## config.mk

```make
export PLATFORM = sky130hd
export DESIGN_NAME = base32_byte_encoder
export DESIGN_NICKNAME = d
export VERILOG_FILES = /design/src/hdl/b32e_pkg.sv /design/src/hdl/b32e_front.sv /design/src/hdl/b32e_queue.sv /design/src/hdl/b32e_back.sv /design/src/hdl/base32_byte_encoder.sv
export VERILOG_INCLUDE_DIRS = /design/src /design/src/hdl
export SDC_FILE = /design/constraint.sdc
export NUM_CORES = 1
export LEC_CHECK = 0
export BUFFER_PORTS_ARGS = -buffer_cell sky130_fd_sc_hd__buf_2
export CAP_MARGIN = 40
export CORE_MARGIN = 2
export CORE_UTILIZATION = 60
export CTS_CLUSTER_DIAMETER = 50
export DETAILED_ROUTE_END_ITERATION = 8
export HOLD_SLACK_MARGIN = 0.15
export PLACE_DENSITY = 0.9
export SLEW_MARGIN = 30
export SYNTH_ARGS = -nofsm -noshare
export SYNTH_HDL_FRONTEND = slang
export SYNTH_SLANG_ARGS = --single-unit
```

## constraint.sdc

```tcl
create_clock -name clock -period 3.9 [get_ports clock]
set_input_delay 0.78 -clock clock [delete_from_list [all_inputs] [get_ports clock]]
set_output_delay 0.78 -clock clock [all_outputs]
set_load 0.05 [all_outputs]
```

## src/hdl/base32_byte_encoder_macros.svh

```systemverilog
// ----------------------------------------------------------------------------
// Base32 byte encoder assertion macros
// Concurrent assertion wrappers shared by the encoder RTL.
// ----------------------------------------------------------------------------
`ifndef BASE32_BYTE_ENCODER_MACROS_SVH
`define BASE32_BYTE_ENCODER_MACROS_SVH

// same-cycle implication
`define B32E_ASSERT_SAME(label, clk, rst, ante, cons, msg) \
   label: assert property (@(posedge clk) disable iff (rst) (ante) |-> (cons)) \
      else $error(msg);

// next-cycle implication
`define B32E_ASSERT_NEXT(label, clk, rst, ante, cons, msg) \
   label: assert property (@(posedge clk) disable iff (rst) (ante) |=> (cons)) \
      else $error(msg);

`endif

```

## src/hdl/b32e_pkg.sv

```systemverilog
// ----------------------------------------------------------------------------
// Base32 byte encoder package
// Shared types, constants and the character table of the encoder.
// ----------------------------------------------------------------------------
package b32e_pkg;

   localparam int GROUP_W    = 5;
   localparam int CHAR_W     = 7;
   localparam int BYTE_W     = 8;
   localparam int MAX_GROUPS = 3;
   localparam int COUNT_W    = 2;
   localparam int POS_W      = 3;
   localparam int IDX_W      = 2;

   localparam logic [POS_W-1:0] POS_0     = 3'd0;
   localparam logic [POS_W-1:0] POS_1     = 3'd1;
   localparam logic [POS_W-1:0] POS_2     = 3'd2;
   localparam logic [POS_W-1:0] POS_3     = 3'd3;
   localparam logic [POS_W-1:0] POS_4     = 3'd4;
   localparam logic [POS_W-1:0] POS_COUNT = 3'd5;

   typedef logic [GROUP_W-1:0] group_type;
   typedef logic [CHAR_W-1:0]  char_type;

   typedef struct packed {
      group_type [MAX_GROUPS-1:0] groups;
      logic [COUNT_W-1:0]         count;
      logic                       last;
   } entry_type;

   typedef struct packed {
      logic full;
      logic empty;
   } queue_status_type;

   localparam char_type ALPHABET [32] = '{
      7'h30, 7'h31, 7'h32, 7'h33, 7'h34, 7'h35, 7'h36, 7'h37,
      7'h38, 7'h39, 7'h41, 7'h42, 7'h43, 7'h44, 7'h46, 7'h47,
      7'h48, 7'h4A, 7'h4B, 7'h4C, 7'h4D, 7'h4E, 7'h50, 7'h51,
      7'h52, 7'h53, 7'h54, 7'h56, 7'h57, 7'h58, 7'h59, 7'h5A
   };

   function automatic char_type char_of(group_type g);
      return ALPHABET[g];
   endfunction

endpackage

```

## src/hdl/b32e_front.sv

```systemverilog
// ----------------------------------------------------------------------------
// Base32 encoder front end
// Accepts bytes, tracks position and held byte, splits each byte into groups.
// ----------------------------------------------------------------------------
module b32e_front (
   input  logic                         clock,
   input  logic                         reset,
   input  logic                         req_tvalid,
   output logic                         req_tready,
   input  logic [7:0]                   req_tdata,   // [7:0] data_byte
   input  logic                         req_tlast,   // end_of_message
   input  b32e_pkg::queue_status_type   q_status,
   output logic                         push,
   output b32e_pkg::entry_type          push_entry,
   output logic [b32e_pkg::POS_W-1:0]   position
);
   import b32e_pkg::*;

   logic [BYTE_W-1:0] held_ff, held_in;
   logic [POS_W-1:0]  pos_ff, pos_in;
   logic [POS_W-1:0]  pos;
   logic [BYTE_W-1:0] p, c;
   group_type         g0, g1, g2;
   logic [COUNT_W-1:0] base_n;

   assign req_tready = !q_status.full;
   assign push       = req_tvalid && req_tready;
   assign position   = pos_ff;
   assign p          = held_ff;
   assign c          = req_tdata;
   assign pos        = (pos_ff >= POS_COUNT) ? POS_W'(pos_ff - POS_COUNT) : pos_ff;

   always_comb begin
      g0     = '0;
      g1     = '0;
      g2     = '0;
      base_n = 2'd2;
      unique case (pos)
         POS_0: begin
            g0     = c[7:3];
            g1     = {c[2:0], 2'b00};
            base_n = 2'd1;
         end
         POS_1: begin
            g0 = {p[2:0], c[7:6]};
            g1 = c[5:1];
            g2 = {c[0], 4'b0000};
         end
         POS_2: begin
            g0     = {p[0], c[7:4]};
            g1     = {c[3:0], 1'b0};
            base_n = 2'd1;
         end
         POS_3: begin
            g0 = {p[3:0], c[7]};
            g1 = c[6:2];
            g2 = {c[1:0], 3'b000};
         end
         default: begin
            g0 = {p[1:0], c[7:5]};
            g1 = c[4:0];
         end
      endcase
   end

   always_comb begin
      push_entry.groups = {g2, g1, g0};
      push_entry.last   = req_tlast;
      push_entry.count  = (req_tlast && pos != POS_4) ? COUNT_W'(base_n + 2'd1) : base_n;
   end

   always_comb begin
      held_in = held_ff;
      pos_in  = pos_ff;
      if (push) begin
         if (req_tlast) begin
            held_in = '0;
            pos_in  = POS_0;
         end else begin
            held_in = c;
            pos_in  = (pos == POS_4) ? POS_0 : POS_W'(pos + 3'd1);
         end
      end
   end

   always_ff @(posedge clock) begin
      if (reset) begin
         held_ff <= '0;
         pos_ff  <= POS_0;
      end else begin
         held_ff <= held_in;
         pos_ff  <= pos_in;
      end
   end

endmodule

```

## src/hdl/b32e_queue.sv

```systemverilog
// ----------------------------------------------------------------------------
// Base32 encoder queue
// Short first-in first-out buffer of group entries between front and back.
// ----------------------------------------------------------------------------
module b32e_queue #(
   parameter int DEPTH = 2
) (
   input  logic                        clock,
   input  logic                        reset,
   input  logic                        push,
   input  b32e_pkg::entry_type         push_entry,
   input  logic                        pop,
   output b32e_pkg::entry_type         pop_entry,
   output b32e_pkg::queue_status_type  status
);
   import b32e_pkg::*;

   localparam int PTR_W = (DEPTH > 1) ? $clog2(DEPTH) : 1;
   localparam int CNT_W = $clog2(DEPTH + 1);

   entry_type         slot_ff [DEPTH];
   logic [PTR_W-1:0]  wr_ff, wr_in;
   logic [PTR_W-1:0]  rd_ff, rd_in;
   logic [CNT_W-1:0]  cnt_ff, cnt_in;

   assign pop_entry    = slot_ff[rd_ff];
   assign status.full  = (cnt_ff == CNT_W'(DEPTH));
   assign status.empty = (cnt_ff == '0);

   always_comb begin
      wr_in  = wr_ff;
      rd_in  = rd_ff;
      cnt_in = cnt_ff;
      if (push) wr_in = (wr_ff == PTR_W'(DEPTH - 1)) ? '0 : PTR_W'(wr_ff + 1'b1);
      if (pop)  rd_in = (rd_ff == PTR_W'(DEPTH - 1)) ? '0 : PTR_W'(rd_ff + 1'b1);
      unique case ({push, pop})
         2'b10:   cnt_in = CNT_W'(cnt_ff + 1'b1);
         2'b01:   cnt_in = CNT_W'(cnt_ff - 1'b1);
         default: cnt_in = cnt_ff;
      endcase
   end

   always_ff @(posedge clock) begin
      if (push) slot_ff[wr_ff] <= push_entry;
   end

   always_ff @(posedge clock) begin
      if (reset) begin
         wr_ff  <= '0;
         rd_ff  <= '0;
         cnt_ff <= '0;
      end else begin
         wr_ff  <= wr_in;
         rd_ff  <= rd_in;
         cnt_ff <= cnt_in;
      end
   end

endmodule

```

## src/hdl/b32e_back.sv

```systemverilog
// ----------------------------------------------------------------------------
// Base32 encoder back end
// Walks the groups of each entry and drives one character per cycle while rsp_tready is high.
// ----------------------------------------------------------------------------
module b32e_back (
   input  logic                        clock,
   input  logic                        reset,
   input  b32e_pkg::queue_status_type  q_status,
   output logic                        pop,
   input  b32e_pkg::entry_type         pop_entry,
   output logic                        rsp_tvalid,
   input  logic                        rsp_tready,
   output logic [7:0]                  rsp_tdata,   // [6:0] char_code, [7] zero
   output logic                        rsp_tlast    // last_char
);
   import b32e_pkg::*;

   entry_type        cur_ff, cur_in;
   logic             busy_ff, busy_in;
   logic [IDX_W-1:0] idx_ff, idx_in;
   logic             out_valid_ff, out_valid_in;
   char_type         out_char_ff, out_char_in;
   logic             out_last_ff, out_last_in;
   logic             out_load;
   logic             fin;

   assign out_load = !out_valid_ff || rsp_tready;
   assign fin      = busy_ff && out_load && (idx_ff == IDX_W'(cur_ff.count - 2'd1));
   assign pop      = !q_status.empty && (!busy_ff || fin);

   assign rsp_tvalid = out_valid_ff;
   assign rsp_tdata  = {1'b0, out_char_ff};
   assign rsp_tlast  = out_last_ff;

   always_comb begin
      cur_in       = cur_ff;
      busy_in      = busy_ff;
      idx_in       = idx_ff;
      out_valid_in = out_valid_ff && !rsp_tready;
      out_char_in  = out_char_ff;
      out_last_in  = out_last_ff;
      if (busy_ff && out_load) begin
         out_valid_in = 1'b1;
         out_char_in  = char_of(cur_ff.groups[idx_ff]);
         out_last_in  = cur_ff.last && fin;
         idx_in       = IDX_W'(idx_ff + 1'b1);
         if (fin) busy_in = 1'b0;
      end
      if (pop) begin
         cur_in  = pop_entry;
         busy_in = 1'b1;
         idx_in  = '0;
      end
   end

   always_ff @(posedge clock) begin
      cur_ff      <= cur_in;
      out_char_ff <= out_char_in;
      out_last_ff <= out_last_in;
   end

   always_ff @(posedge clock) begin
      if (reset) begin
         busy_ff      <= 1'b0;
         idx_ff       <= '0;
         out_valid_ff <= 1'b0;
      end else begin
         busy_ff      <= busy_in;
         idx_ff       <= idx_in;
         out_valid_ff <= out_valid_in;
      end
   end

endmodule

```

## src/hdl/base32_byte_encoder.sv

```systemverilog
// A byte's groups go through the entry queue and the back end's entry register to the output register.
// Throughput: one character per cycle at the output register while rsp_tready
// is high; a byte yields 1 or 2 characters (up to 3 on a final byte).
// The entry queue (QUEUE_DEPTH entries) lets the input run ahead of the output.
// Reset: synchronous; clears position, held byte, queue and output valid.
// ----------------------------------------------------------------------------
// Base32 byte encoder
// Streams message bytes in and base32 characters out, no padding characters.
// ----------------------------------------------------------------------------
`include "base32_byte_encoder_macros.svh"

module base32_byte_encoder #(
   parameter int QUEUE_DEPTH = 2
) (
   input  logic       clock,
   input  logic       reset,
   input  logic       req_tvalid,
   output logic       req_tready,
   input  logic [7:0] req_tdata,    // [7:0] data_byte
   input  logic       req_tlast,    // end_of_message
   output logic       rsp_tvalid,
   input  logic       rsp_tready,
   output logic [7:0] rsp_tdata,    // [6:0] char_code, [7] zero
   output logic       rsp_tlast     // last_char
);
   import b32e_pkg::*;

   queue_status_type q_status;
   entry_type        push_entry;
   entry_type        pop_entry;
   logic             push;
   logic             pop;
   logic [POS_W-1:0] position;

   b32e_front u_front (
      .clock      (clock),
      .reset      (reset),
      .req_tvalid (req_tvalid),
      .req_tready (req_tready),
      .req_tdata  (req_tdata),
      .req_tlast  (req_tlast),
      .q_status   (q_status),
      .push       (push),
      .push_entry (push_entry),
      .position   (position)
   );

   b32e_queue #(
      .DEPTH (QUEUE_DEPTH)
   ) u_queue (
      .clock      (clock),
      .reset      (reset),
      .push       (push),
      .push_entry (push_entry),
      .pop        (pop),
      .pop_entry  (pop_entry),
      .status     (q_status)
   );

   b32e_back u_back (
      .clock      (clock),
      .reset      (reset),
      .q_status   (q_status),
      .pop        (pop),
      .pop_entry  (pop_entry),
      .rsp_tvalid (rsp_tvalid),
      .rsp_tready (rsp_tready),
      .rsp_tdata  (rsp_tdata),
      .rsp_tlast  (rsp_tlast)
   );

   `B32E_ASSERT_SAME(a_no_push_when_full, clock, reset, q_status.full, !req_tready && !push, "item taken while queue full")
   `B32E_ASSERT_SAME(a_no_pop_when_empty, clock, reset, q_status.empty, !pop, "queue popped while empty")
   `B32E_ASSERT_NEXT(a_position_restart, clock, reset, push && req_tlast, position == POS_0, "position not cleared after final byte")
   `B32E_ASSERT_SAME(a_char_range, clock, reset, rsp_tvalid, rsp_tdata[7] == 1'b0 && rsp_tdata >= 8'h30 && rsp_tdata <= 8'h5A, "character outside alphabet range")

endmodule

```

# ---- After elaboration in Yosys (flattened, before gate mapping)
# Memories as Yosys holds them, arrays and structs flattened. A register that Yosys moved wholly into a read port is not among the register bits.
# Cells that the tools add are included.
dict set report op_classes {
  eq_ne 9
  bitwise_logic 1
  n_lt_le_gt_ge 2
  muxes 20
  n_reduce_logical 22
  addsub 9
}
# op count
set op_table {}
lappend op_table {{$pmux 5 s4} 2}
lappend op_table {{$bmux 5 s2} 1}
lappend op_table {{$pmux 5 s2} 1}
lappend op_table {{$mux 3} 3}
lappend op_table {{$mux 1} 8}
lappend op_table {{$logic_and 1x1->1} 7}
lappend op_table {{$add 2x1->2 const B} 3}
lappend op_table {{$eq 3x2->1 const B} 2}
lappend op_table {{$not 5->6} 1}
lappend op_table {{$reduce_bool 2->1} 3}
lappend op_table {{$logic_not 1->1} 5}
lappend op_table {{$mux 5} 1}
lappend op_table {{$eq 2x2->1 const B} 2}
lappend op_table {{$mux 2} 2}
lappend op_table {{$mux 4} 1}
lappend op_table {{$pmux 2 s2} 1}
lappend op_table {{$reduce_or 2->1} 2}
lappend op_table {{$sub 2x1->2 const B} 2}
lappend op_table {{$add 3x1->3 const B} 1}
lappend op_table {{$eq 3x1->1 const B} 1}
lappend op_table {{$eq 3x3->1 const B} 1}
lappend op_table {{$ge 3x3->1 const B} 1}
lappend op_table {{$logic_not 3->1} 1}
lappend op_table {{$lt 2x3->1 const B} 1}
lappend op_table {{other kinds (8)} 10}
dict set report word_totals {
  elab_cells 74
  rom_bits 224
  output_inout_bits 11
  register_bits 16
  in_bits 13
  memories 2
  mem_bits_rw 36
}
# memory depth word_bits rd rd_clocked_by_memory_dff write_ports line_no
set mem_list {}
lappend mem_list {{(no name shown)} 32 7 1 1 0 b32e_pkg.sv:44} ;# return ALPHABET[g];
lappend mem_list {u_queue.slot_ff 2 18 1 1 1 b32e_queue.sv:21} ;# entry_type slot_ff [DEPTH];

# ---- Longest topological paths before layout
dict set report depth {
  ltp_word 8
  depth_mapped 12
  ltp_nobuf 11
}

# ---- Hierarchy
# From an unflattened synthesis, not the netlist that was laid out.
dict set report unflattened {
  cells_unflattened 301
  hier_area_um2 3824.9
}
# mod cells_each area_each_um2 seq_area_each_um2 instances
set modules_own_cells {}
lappend modules_own_cells {b32e_queue 78 1498.9 1181.1 1}
lappend modules_own_cells {b32e_back 111 1470.2 860.8 1}
lappend modules_own_cells {b32e_front 112 855.8 140.1 1}

# ---- Worst setup path after synthesis
# Ideal clock, no wire load.
dict set report synth_timing {
  path_type {in2reg}
  from {in rsp_tready}
  to {reg u_queue.cnt_ff[1]}
  setup_time_ns 0.071
  t_arrival_ns 3.380
  path_stages 8
  setup_slack_ns 0.449
  n_path_buf 1
  t_required_ns 3.829
  cell_sequence {nand2b_1 and2_1 clkbuf_1 nand2_1 a21oi_1 ha_1 or3_1 a21oi_1}
}
dict set report synth_via {
  elab_chain_cells 7
  elab_cells_between_ends 9
  classes_between {eq/ne (2); mux (1); reduce/logical (6)}
}
# element line_no
set synth_rtl {}
lappend synth_rtl {{start: declaration} base32_byte_encoder.sv:22} ;# input logic rsp_tready,
lappend synth_rtl {{$logic_or 1x1->1 *} b32e_back.sv:27} ;# assign out_load = !out_valid_ff || rsp_tready;
lappend synth_rtl {{$logic_and 1x1->1 * (2 in series)} b32e_back.sv:28} ;# assign fin = busy_ff && out_load && (idx_ff == IDX_W'(cur_ff.count - 2'd1));
lappend synth_rtl {{$logic_or 1x1->1 *} b32e_back.sv:29} ;# assign pop = !q_status.empty && (!busy_ff || fin);
lappend synth_rtl {{$logic_and 1x1->1 *} b32e_back.sv:29}
lappend synth_rtl {{named net pop} base32_byte_encoder.sv:32} ;# logic pop;
lappend synth_rtl {{$eq 2x1->1 or $eq 2x2->1 (tied branches)} b32e_queue.sv:36} ;# unique case ({push, pop})
lappend synth_rtl {{$pmux 2 s2 or $reduce_bool 2->1 (tied branches)} --}
lappend synth_rtl {{end signal: assignment} b32e_queue.sv:55} ;# cnt_ff <= cnt_in;
lappend synth_rtl {{end: declaration} b32e_queue.sv:24} ;# logic [CNT_W-1:0] cnt_ff, cnt_in;
# The timed path passes the listed nets; every way through them passes the cells marked *.
# A chain may end at the register's enable or synchronous reset.

==> out/qor.yml <==
drt:
  wl_met2_mm: 3.093
  num_vias: 2269
  dr.pass1.iters: 5
  first_iter_violations: 91
  wl_met1_mm: 2.476
  viasPerCell: 5.878
  met3_length_um: 288
  wl_mm: 5.885
  antenna_left: 0
  top_layer: "met4"
  drc: 0
  wl_per_cell_um: 15.25
final_layout:
  final_cells: 386
  antennaDiodeCount: 0
  multi_input_area_um2: 1400
  fillers: 401
  stdcell_area_um2: 3750
  nets: 336
  area_growth_syn_to_layout_pct: 9.380
  seqCellArea_um2: 1892
  drive_gt1_share_pct: 22.29
  finalCoreUtilization_pct: 68.10
yosys:
  ys_warn_count: 0
  netlist_instances: 287
  synth_edf_count: 53
  async_flop_share_pct: 0
  synth_fp_nets: 314
  yosys_register_bits: 68
  synth_ff_type: "edfxtp_1"
  synthesis.area_um2: 3428
  avgSynthCellArea_um2: 11.95
  ys_seq_area_share_pct: 55.18
  synth_cell_types: 49
setup_path:
  end_kind: "flop"
  cp-start-kind: "flop"
  worst_r2r_path_depth: 9
  slowest_stage: "or4_1"
  cp_common_cell: "ha_1"
  crit_path_max_incr_delay_ns: 0.94
  r2r_end: "u_queue.slot_ff[1][12]$_DFFE_PP_"
  cp_max_fo: 19
  reg2reg_slack_ns: 0.56
  cp_cell_sequence: "inv_1 -> ha_1 -> o21a_1 -> o21a_1 -> ha_1 -> ha_1 -> or4_1 -> nor2_1 -> a31oi_2"
  worstSetupPathType: "reg -> reg"
  r2r-start: "u_front.position[1]$_SDFFE_PP0P_"
  required_ns: 3.94
  arrival_ns: 3.37
hold_path:
  min-delay-start: "u_back.busy_ff$_SDFFE_PP0P_"
  hold_end: "u_back.rsp_tvalid$_SDFF_PP0_"
  holdCritPathClass: "reg -> reg"
  hold_depth: 2
placement:
  gp_congestion: 0.9033
  pre_cts_slack_ns: 0.6006
  dp_cells: 370
  numPortBuffers: 22
  dp_hpwl_mm: 4.108
  placed_area_um2: 3586
timing:
  worst_clock_skew_ns: 0.009210
  min_period_ns: 3.338
  fin_tns_setup_ns: 0
  maxSlewViolCount: 0
  hold_viol: 0
  min_period_over_period_pct: 85.60
  rsz0062_at_grt: "false"
  setup_viol: 0
  fmax_mhz: 299.5
  maxSlewHeadroom_pct: 50.76
  setup_ws_ns: 0.5616
  worstMarginPinSlew_ns: 0.7385
floorplan:
  fp.coreArea_um2: 5507
  die_h_um: 79.59
  die_x_um: 79.59
  initial_core_util_pct: 62.26
  io_pins: 24
  dieArea_um2: 6335
  std_cell_rows: 27
global_route:
  grt_max_degree: 20
  grt_use_total_pct: 20.14
  grt_antenna_before_repair: 0
  overflow: 0
  first_global_vias: 2150
  grt_pass1_wl_mm: 9.804
pwr:
  p_per_area_nw_per_um2: 743.0
  p_clk_share_pct: 17.5
  internal-power_w: 0.001730
  seqPwrFrac_pct: 42.0
  pwr-share-comb_pct: 40.6
  irDropWorstVdd_v: 0.0003763
  swShare_pct: 37.90
  power.switching_w: 0.001056
  leakage_nw: 1.346
status:
  status: "finished, final reports clean"
clocking:
  hold_buffers: 0
  htree_levels: 3
  cts_root_buffer: "clkbuf_8"
  clk_pin_slew_ns: 0.07
  clock_sinks: 68
  cts_made_buffers: 9
  post_cts_buffers: 0
  post_cts_resized: 0
  clk_path_buf_depth: 2
  cts_tree: "done"
  insertion_delay_ns: 0.33
flow_run:
  drv_cap: 0
==> worst max path at each step <==
stage / endpoint / cells past startpoint / from / slack, ns
after detailed placement: u_queue.slot_ff[0][3]$_DFFE_PP_ / 9 / u_front.position[1]$_SDFFE_PP0P_ / 0.60
after global routing: u_queue.slot_ff[0][12]$_DFFE_PP_ / 9 / u_front.position[1]$_SDFFE_PP0P_ / 0.37
after floorplan: u_queue.cnt_ff[1]$_SDFFE_PP0P_ / 8 / rsp_tready / 0.45
after global placement: u_queue.slot_ff[0][4]$_DFFE_PP_ / 9 / u_front.position[1]$_SDFFE_PP0P_ / 0.71
final: u_queue.slot_ff[1][12]$_DFFE_PP_ / 9 / u_front.position[1]$_SDFFE_PP0P_ / 0.56
after CTS: u_queue.slot_ff[1][12]$_DFFE_PP_ / 9 / u_front.position[1]$_SDFFE_PP0P_ / 0.59
==> critical path: cells and delay by family, from the launching register on <==
family / cells / cell delay [ns]
and+or+nand+nor: 2 / 1.21
adders and majority gates: 3 / 0.80
DFF: 1 / 0.47
AOI/OAI and AO/OA: 3 / 0.45
buffers and inverters: 1 / 0.11
==> layout make-up <==
class                   count  area share (%)
clock inverters             2          0.3003
well taps                  72           2.402
clock buffers              14           4.071
repair buffers             27           3.937
multi-input cells         188           37.34
flip-flops and latches     68           50.45
inverters                  15           1.502
==> metrics by stage <==
stage                     total power [W]  hold slack [ns]
after floorplan                  0.002073           0.4476
after global placement           0.002232           0.4573
after detailed placement         0.002302           0.4749
after CTS                        0.002789           0.4803
after global routing             0.002953           0.5076
final                            0.002786           0.4762
==> flip-flops by register name, summed over array words and instances (netlist names) <==
name and flops:
u_back.busy_ff 1, u_back.cur_ff 15, u_back.idx_ff 2, u_back.out_char_ff 7, u_back.rsp_tlast 1, u_back.rsp_tvalid 1
u_front.held_ff 4, u_front.position 3, u_queue.cnt_ff 2, u_queue.rd_ff 1, u_queue.slot_ff 30, u_queue.wr_ff 1
==> logic make-up (layout without fill, tap and decap cells) <==
kind of cell,Yosys count,count (layout),synth area share [%]
buffers and inverters,31,58,3.978
muxes,25,25,7.883
and+or+nand+nor,68,68,9.963
xor gates and xnor gates,6,6,1.533
AOI/OAI and AO/OA,74,74,16.24
DFF,68,68,55.18
adders and majority gates,14,14,5.110
other,1,1,0.1094
==> power groups by stage <==
| stage | sequential, W | clock (W) | combinational, W |
|---|---|---|---|
| CTS | 0.00117 | 0.000495 | 0.00112 |
| global placement | 0.00117 | 0 | 0.00106 |
| detailed placement | 0.00119 | 0 | 0.00112 |
| floorplan | 0.00128 | 0 | 0.000791 |
| finish | 0.00117 | 0.000487 | 0.00113 |
| global route | 0.00119 | 0.000519 | 0.00124 |
==> cell usage in the layout (no fill, tap or decap), types with 2 or more instances in the layout <==
master and instances:
o2bb2ai_1 2, mux2_2 15, edfxtp_1 53, o211ai_1 2, ha_1 14, dfxtp_1 15
or2_1 2, nor3_1 6, nor2b_1 2, inv_2 2, a22oi_1 17, inv_1 13
a31oi_2 8, nand2_1 12, clkbuf_1 4, xor2_1 2, mux2i_1 9, xnor2_1 4
nor2_1 28, o21ai_2 2, nor3b_1 3, a21oi_1 18, and2_1 2, clkbuf_8 10
a211oi_1 2, buf_4 5, buf_2 22, o21ai_0 8, and3_1 2, or3_1 3
nand2b_1 5, o21a_1 3
==> metal layers <==
| metal | up-vias | track usage, % |
|---|---|---|
| li1 | 1110 | - |
| met1 | 1082 | 24.43 |
| met2 | 75 | 34.79 |
| met3 | 2 | 5.656 |
| met4 | 0 | 6.207 |
| met5 | - | 0 |
==> synthesized netlist by cell type, types with 3 or more instances <==
library cell	count	area [um^2]
o21a_1	3	22.52
buf_2	4	20.02
ha_1	14	175.2
nand2b_1	5	31.28
clkbuf_1	9	33.78
mux2i_1	9	90.09
nand2_1	12	45.04
a31oi_2	8	100.1
nor2_1	28	105.1
dfxtp_1	15	300.3
a22oi_1	17	127.6
or3_1	3	18.77
xnor2_1	4	35.03
nor3b_1	3	22.52
o21ai_0	8	40.04
nor3_1	6	30.03
mux2_2	15	168.9
edfxtp_1	53	1592
a21oi_1	18	90.09
inv_1	13	48.80
(Power assumes the default switching activity.)
